<file path="src/bsl2_pkg.sv">
// Shared types and constants for the squared byte distance block.
`default_nettype none

package bsl2_pkg;

    localparam int ITEM_LANES  = 16;
    localparam int BYTE_W      = 8;
    localparam int SQ_W        = 16;
    localparam int QUAD_W      = 18;
    localparam int CHUNK_W     = 20;
    localparam int SUM_W       = 28;
    localparam int COUNT_W     = 5;
    localparam longint unsigned LANE_SQ_MAX = 64'd65025;

    typedef logic [BYTE_W-1:0]  lane_byte_t;
    typedef logic [SQ_W-1:0]    lane_sq_t;
    typedef logic [QUAD_W-1:0]  quad_sum_t;
    typedef logic [CHUNK_W-1:0] chunk_sum_t;
    typedef logic [SUM_W-1:0]   dist_sum_t;

    typedef struct packed {
        logic valid;
        logic last;
    } stage_ctl_t;

    typedef struct packed {
        logic quad;
        logic total;
    } merge_en_t;

endpackage

`default_nettype wire

</file>
<file path="src/bsl2_lane.sv">
// One lane: masked square of the absolute byte difference, registered.
`default_nettype none

module bsl2_lane (
    input  wire logic                clk,
    input  wire logic                en,
    input  wire logic                lane_on,
    input  wire bsl2_pkg::lane_byte_t x_byte,
    input  wire bsl2_pkg::lane_byte_t y_byte,
    output bsl2_pkg::lane_sq_t       sq_reg
);
    import bsl2_pkg::*;

    lane_byte_t diff;
    lane_sq_t   sq_next;

    always_comb
    begin
        diff    = (x_byte >= y_byte) ? (x_byte - y_byte) : (y_byte - x_byte);
        sq_next = lane_on ? (SQ_W'(diff) * SQ_W'(diff)) : '0;
    end

    always_ff @(posedge clk)
    begin
        if (en)
        begin
            sq_reg <= sq_next;
        end
    end

endmodule

`default_nettype wire

</file>
<file path="src/bsl2_merge.sv">
// Two-level registered adder tree that merges the lane squares into one chunk sum.
`default_nettype none

module bsl2_merge #(
    parameter int N = 16
) (
    input  wire logic                        clk,
    input  wire bsl2_pkg::merge_en_t         en,
    input  wire bsl2_pkg::lane_sq_t [N-1:0]  sq,
    output bsl2_pkg::chunk_sum_t             chunk_reg
);
    import bsl2_pkg::*;

    localparam int GROUPS = (N + 3) / 4;

    quad_sum_t [GROUPS-1:0] quad_reg;
    quad_sum_t [GROUPS-1:0] quad_next;
    chunk_sum_t             chunk_next;

    always_comb
    begin
        for (int g = 0; g < GROUPS; g++)
        begin
            quad_next[g] = '0;
            for (int k = 0; k < 4; k++)
            begin
                if (4 * g + k < N)
                begin
                    quad_next[g] = quad_next[g] + QUAD_W'(sq[4 * g + k]);
                end
            end
        end
    end

    always_comb
    begin
        chunk_next = '0;
        for (int g = 0; g < GROUPS; g++)
        begin
            chunk_next = chunk_next + CHUNK_W'(quad_reg[g]);
        end
    end

    always_ff @(posedge clk)
    begin
        if (en.quad)
        begin
            quad_reg <= quad_next;
        end
        if (en.total)
        begin
            chunk_reg <= chunk_next;
        end
    end

endmodule

`default_nettype wire

</file>
<file path="src/byte_squared_l2_distance.sv">
// A result is written to the output register after its last item passes the lane square, quad and chunk registers.
// Throughput: one item per cycle while item_stall is low; lanes square, a two-level tree merges, one adder accumulates.
// The accumulator add-and-saturate loop holds no pipeline register inside it, so items never wait on each other.
// A stalled result holds the output register while the three pipeline stages keep filling.
// Reset clears the stage valids, the output valid and the running sum to zero.
`default_nettype none

module byte_squared_l2_distance #(
    parameter int LANES   = 16,
    parameter int MAX_DIM = 4096
) (
    input  wire logic        clk,
    input  wire logic        rst_n,
    input  wire logic        item_valid,
    output logic             item_stall,
    input  wire logic [63:0] x_bytes_low,
    input  wire logic [63:0] x_bytes_high,
    input  wire logic [63:0] y_bytes_low,
    input  wire logic [63:0] y_bytes_high,
    input  wire logic [4:0]  valid_lanes,
    input  wire logic        last,
    output logic             result_valid,
    input  wire logic        result_stall,
    output logic [27:0]      distance_sum
);
    import bsl2_pkg::*;

    localparam int ACT_LANES = (LANES < ITEM_LANES) ? LANES : ITEM_LANES;
    localparam longint unsigned DIM_LIM = longint'(MAX_DIM) * LANE_SQ_MAX;
    localparam longint unsigned SUM_TOP = (64'd1 << SUM_W) - 64'd1;
    localparam dist_sum_t SUM_LIM = (DIM_LIM > SUM_TOP) ? SUM_W'(SUM_TOP) : SUM_W'(DIM_LIM);

    logic [2*ITEM_LANES*BYTE_W/2-1:0] x_all;
    logic [2*ITEM_LANES*BYTE_W/2-1:0] y_all;

    stage_ctl_t s1_reg, s2_reg, s3_reg;
    logic       out_ready, take3, rdy1, rdy2, rdy3;
    merge_en_t  merge_en;

    lane_sq_t [ACT_LANES-1:0] sq;
    chunk_sum_t               chunk;

    dist_sum_t           acc_reg, acc_next;
    logic [SUM_W:0]      acc_add;
    dist_sum_t           acc_sat;
    logic                res_valid_reg, res_valid_next;
    dist_sum_t           res_sum_reg;

    assign x_all = {x_bytes_high, x_bytes_low};
    assign y_all = {y_bytes_high, y_bytes_low};

    assign out_ready  = !res_valid_reg || !result_stall;
    assign take3      = s3_reg.valid && (!s3_reg.last || out_ready);
    assign rdy3       = !s3_reg.valid || take3;
    assign rdy2       = !s2_reg.valid || rdy3;
    assign rdy1       = !s1_reg.valid || rdy2;
    assign item_stall = !rdy1;

    assign merge_en.quad  = rdy2;
    assign merge_en.total = rdy3;

    for (genvar n = 0; n < ACT_LANES; n++)
    begin : g_lane
        bsl2_lane u_lane (
            .clk     (clk),
            .en      (rdy1),
            .lane_on (COUNT_W'(n) < valid_lanes),
            .x_byte  (x_all[BYTE_W*n +: BYTE_W]),
            .y_byte  (y_all[BYTE_W*n +: BYTE_W]),
            .sq_reg  (sq[n])
        );
    end

    bsl2_merge #(
        .N (ACT_LANES)
    ) u_merge (
        .clk       (clk),
        .en        (merge_en),
        .sq        (sq),
        .chunk_reg (chunk)
    );

    always_comb
    begin
        acc_add = {1'b0, acc_reg} + (SUM_W + 1)'(chunk);
        acc_sat = (acc_add > {1'b0, SUM_LIM}) ? SUM_LIM : acc_add[SUM_W-1:0];

        acc_next = acc_reg;
        if (take3)
        begin
            acc_next = s3_reg.last ? '0 : acc_sat;
        end

        res_valid_next = res_valid_reg;
        if (take3 && s3_reg.last)
        begin
            res_valid_next = 1'b1;
        end
        else if (out_ready)
        begin
            res_valid_next = 1'b0;
        end
    end

    always_ff @(posedge clk or negedge rst_n)
    begin
        if (!rst_n)
        begin
            s1_reg        <= '0;
            s2_reg        <= '0;
            s3_reg        <= '0;
            acc_reg       <= '0;
            res_valid_reg <= 1'b0;
        end
        else
        begin
            if (rdy1)
            begin
                s1_reg.valid <= item_valid;
                s1_reg.last  <= last;
            end
            if (rdy2)
            begin
                s2_reg <= s1_reg;
            end
            if (rdy3)
            begin
                s3_reg <= s2_reg;
            end
            acc_reg       <= acc_next;
            res_valid_reg <= res_valid_next;
        end
    end

    always_ff @(posedge clk)
    begin
        if (take3 && s3_reg.last)
        begin
            res_sum_reg <= acc_sat;
        end
    end

    assign result_valid = res_valid_reg;
    assign distance_sum = res_sum_reg;

endmodule

`default_nettype wire
</file>
<file path="config.mk">
export PLATFORM = sky130hd
export DESIGN_NAME = byte_squared_l2_distance
export DESIGN_NICKNAME = d
export VERILOG_FILES = /design/src/bsl2_pkg.sv /design/src/bsl2_lane.sv /design/src/bsl2_merge.sv /design/src/byte_squared_l2_distance.sv
export SDC_FILE = /design/constraint.sdc
export NUM_CORES = 2
export LEC_CHECK = 0
export BUFFER_PORTS_ARGS = -buffer_cell sky130_fd_sc_hd__buf_4
export CORE_ASPECT_RATIO = 0.6
export CORE_MARGIN = 5
export CORE_UTILIZATION = 60
export CTS_CLUSTER_SIZE = 14
export DETAILED_ROUTE_END_ITERATION = 6
export PLACE_DENSITY = 0.89
export REMOVE_ABC_BUFFERS = 1
export SLEW_MARGIN = 20
export SYNTH_ARGS = -nofsm -noshare
export SYNTH_HDL_FRONTEND = slang
export SYNTH_SLANG_ARGS = --single-unit
</file>
<file path="constraint.sdc">
create_clock -name clk -period 11.5 [get_ports clk]
set_clock_uncertainty 0.15 [all_clocks]
set_input_delay 1.725 -clock clk [delete_from_list [all_inputs] [get_ports clk]]
set_output_delay 1.725 -clock clk [all_outputs]
set_load 0.05 [all_outputs]
</file>
==> impl_results.md <==
* Status: finished, final reports clean
* Worst-margin pin slew at ~1.1 ns
* I/O pins at just under 300
* # H-tree levels at 2
* Max incr delay on CP at approximately 0.75 ns
* Syn avg cell area at roughly 9 sq um
* Worst Reg2Reg Path Length in Cells at 20
* Most frequent CP cell: a21oi_1
* RSZ-0062 raised after global routing: false
* R2R Path Start: u_merge.quad_reg[0]
* Hold EP: s3_reg[0]
* Post-CTS Hold Fix Bufs at 0
* Initial core utilization at between 60% and 70%
* Cell accounting for the most synthesized area: ha_1
* TritonCTS buffer count at 39
* Most instantiated cells after synthesis: 1451 x inv_1, 901 x ha_1, 764 x nor2_1
* Die span in y at 251 um
* Worst Hold Depth at 1
* Nets at approximately 8.4k
* Final min period at roughly 9 ns
* Core Area at roughly 96000 sq um
* Post-synth EDFFs at between 300 and 400
* Vias at about 45k
* Number of setup buffers added after CTS at 0
* Rows at 88
* Final period util at roughly 80%
* Crit-path max FO at 11
* Maximum clock insertion buffer count at 3
* Hold_sp: s2_reg[0]
* Die area at just over 100000 sq um
* CP required at 11.62 ns
* Placer Congestion at roughly 0.94
* Setup TNS at 0 ns
* Mapped Area at 58100 sq um
* Design area at between 60000 and 70000 sq um
* Largest net degree at the start of global routing at 76
* Slowest CP cell: xnor2_1
* Max reg flops at between 200 and 250
* Top-count cell post-synth: inv_1
* Reg area at ~12000 sq um
* Pins Over Slew Limit at 0
* Skew-Pair Late Insertion Delay at 0.55 ns
* Vias per inst at 5.53
* Post_cts resized at 0
* Register bit total from synthesis at 395
* First-pass GRT wire length at roughly 220000 um
* All-Layer GR Usage at 25.4%
* Worst reg2reg endpoint: u_merge.chunk_reg[18]
* CTS root buffer: clkbuf_16
* Vias in the first global route at between 40k and 50k
* Area delta synth->final at 8.49%
* Post-synthesis sequential area ratio at roughly a fifth
* Rel. slew slack at between 20% and 30%
* Drt wl/cell at between 15 and 20 um
* Ys flop type: edfxtp_1
* Post-DP HPWL at 110000 um
* Critical path arrival at 9.36 ns
* Synth Warn # at 0
* Pre-antenna DRT Iters at 6
* Layout cells sized above 1 at 7.59%
* Yosys top cell area share at around 19%
* Final hold violation count at 0
* CTS Sinks at ~400
* DRT Wirelength at around 130000 um
* HP Class: reg2reg
* Fill cells at between 7k and 8k
* Netlist cell types at 85
* Minimum hold slack at 0.308 ns
* Clock tree from TritonCTS: yes
* Multi-input gate area at 40700 sq um
* Clock-pin slew on the worst setup and hold paths at approximately 0.070 ns
* Die Wd at roughly 410 um
* Count of final setup violators at 0
* Gr ovfl total at 0
* Synth top area cells: ha_1 19%, edfxtp_1 19%, fa_1 18%
* Post-DRT Antenna Nets at 0
* Synth async-reset ratio at roughly 9%
* CP Launch Type: primary input
* Fmax at approximately 0.11 GHz
* Max Cap Viol at 0
* Initial antenna violation count at 4
* PortBufs at 295
* Post-Synthesis Cells at 6478
* Iter 0 DRT Violations at approximately 3.5k
* Setup CP Type: in2reg
* Kind of end point of the critical path: flop
* Register-to-register setup slack at 5.76 ns
* DRC at 0
* Area after DPL at just over 60000 sq um
through the flow:
step	worst slack [ns]	std cells	util (%)
2_1_floorplan	-0.749	6400	-
3_3_place_gp	2.00	8024	64.4
3_5_place_dp	1.76	8024	64.4
4_1_cts	2.34	8094	65.6
5_1_grt	1.72	8095	65.6
6_report	2.26	8096	65.6
cells in the final DEF (no fill, tap or decap), types with 23 or more instances in the layout:
cell type	netlist	routed
xor2_1	133	133
fa_1	515	515
o21ai_0	144	144
and2_1	48	48
xnor2_1	335	335
nor3_1	117	116
nand2_1	173	172
o21bai_1	128	128
a211oi_1	32	32
inv_1	1451	1451
nand3_1	43	42
edfxtp_1	360	360
ha_1	901	901
a31oi_1	23	23
nor3b_1	30	30
a21oi_1	342	340
mux2_2	25	25
dfrtp_1	35	35
mux2i_1	85	85
or2_2	87	87
o211ai_1	26	26
buf_4	0	319
nor2b_1	102	102
a21boi_0	24	24
clkbuf_16	0	41
nor2_1	764	763
nand2b_1	65	65
or3_1	26	26
a21o_1	95	95
o21a_1	70	70
area by class of cell:
cell class	instances	share of cell area (%)
sequential	395	18.5
clock buffer	52	1.69
multi-input combinational	4554	64.6
timing repair buffer	319	3.80
tap	1305	2.59
antenna	2	0.00794
clock inverter	18	0.181
inverter	1451	8.64
critical path, delay by kind of cell:
family	cells	cell delay (ns)
simple gates	3	0.49
fa+ha+maj	6	2.48
mux	1	0.38
compound gates	14	2.87
buf+inv	5	0.32
xor+xnor	3	1.11
worst max path at each step:
stage,cells after the start,from,endpoint
global placement,32,x_bytes_high[48],g_lane[14].u_lane.sq_reg[15]
detailed placement,32,x_bytes_high[48],g_lane[14].u_lane.sq_reg[15]
global route,31,x_bytes_high[48],g_lane[14].u_lane.sq_reg[14]
CTS,32,x_bytes_high[48],g_lane[14].u_lane.sq_reg[15]
floorplan,4,result_stall,item_stall
finish,32,x_bytes_high[48],g_lane[14].u_lane.sq_reg[15]
layer usage:
layer  share of wire [%]  global-route usage [%]  routed length (um)
met1                  46                    37.4               60600
met4                 1.9                    4.94                2530
met3                 8.2                    4.27               10800
met2                  44                    39.8               58000
met5               0.013                       0                  17
logic make-up after synthesis:
group / after synthesis / share of synthesized area (%)
and+or+nand+nor: 1509 / 12.0
xor gates and xnor gates: 469 / 7.09
other: 2 / 0.0129
muxes: 110 / 1.95
adders and majority gates: 1416 / 37.1
AOI/OAI and AO/OA: 1040 / 11.7
DFF: 395 / 20.1
buffers and inverters: 1537 / 9.97
Power is not shown: default switching activity piles up to over one toggle a cycle in this logic, so the estimate is an artifact.
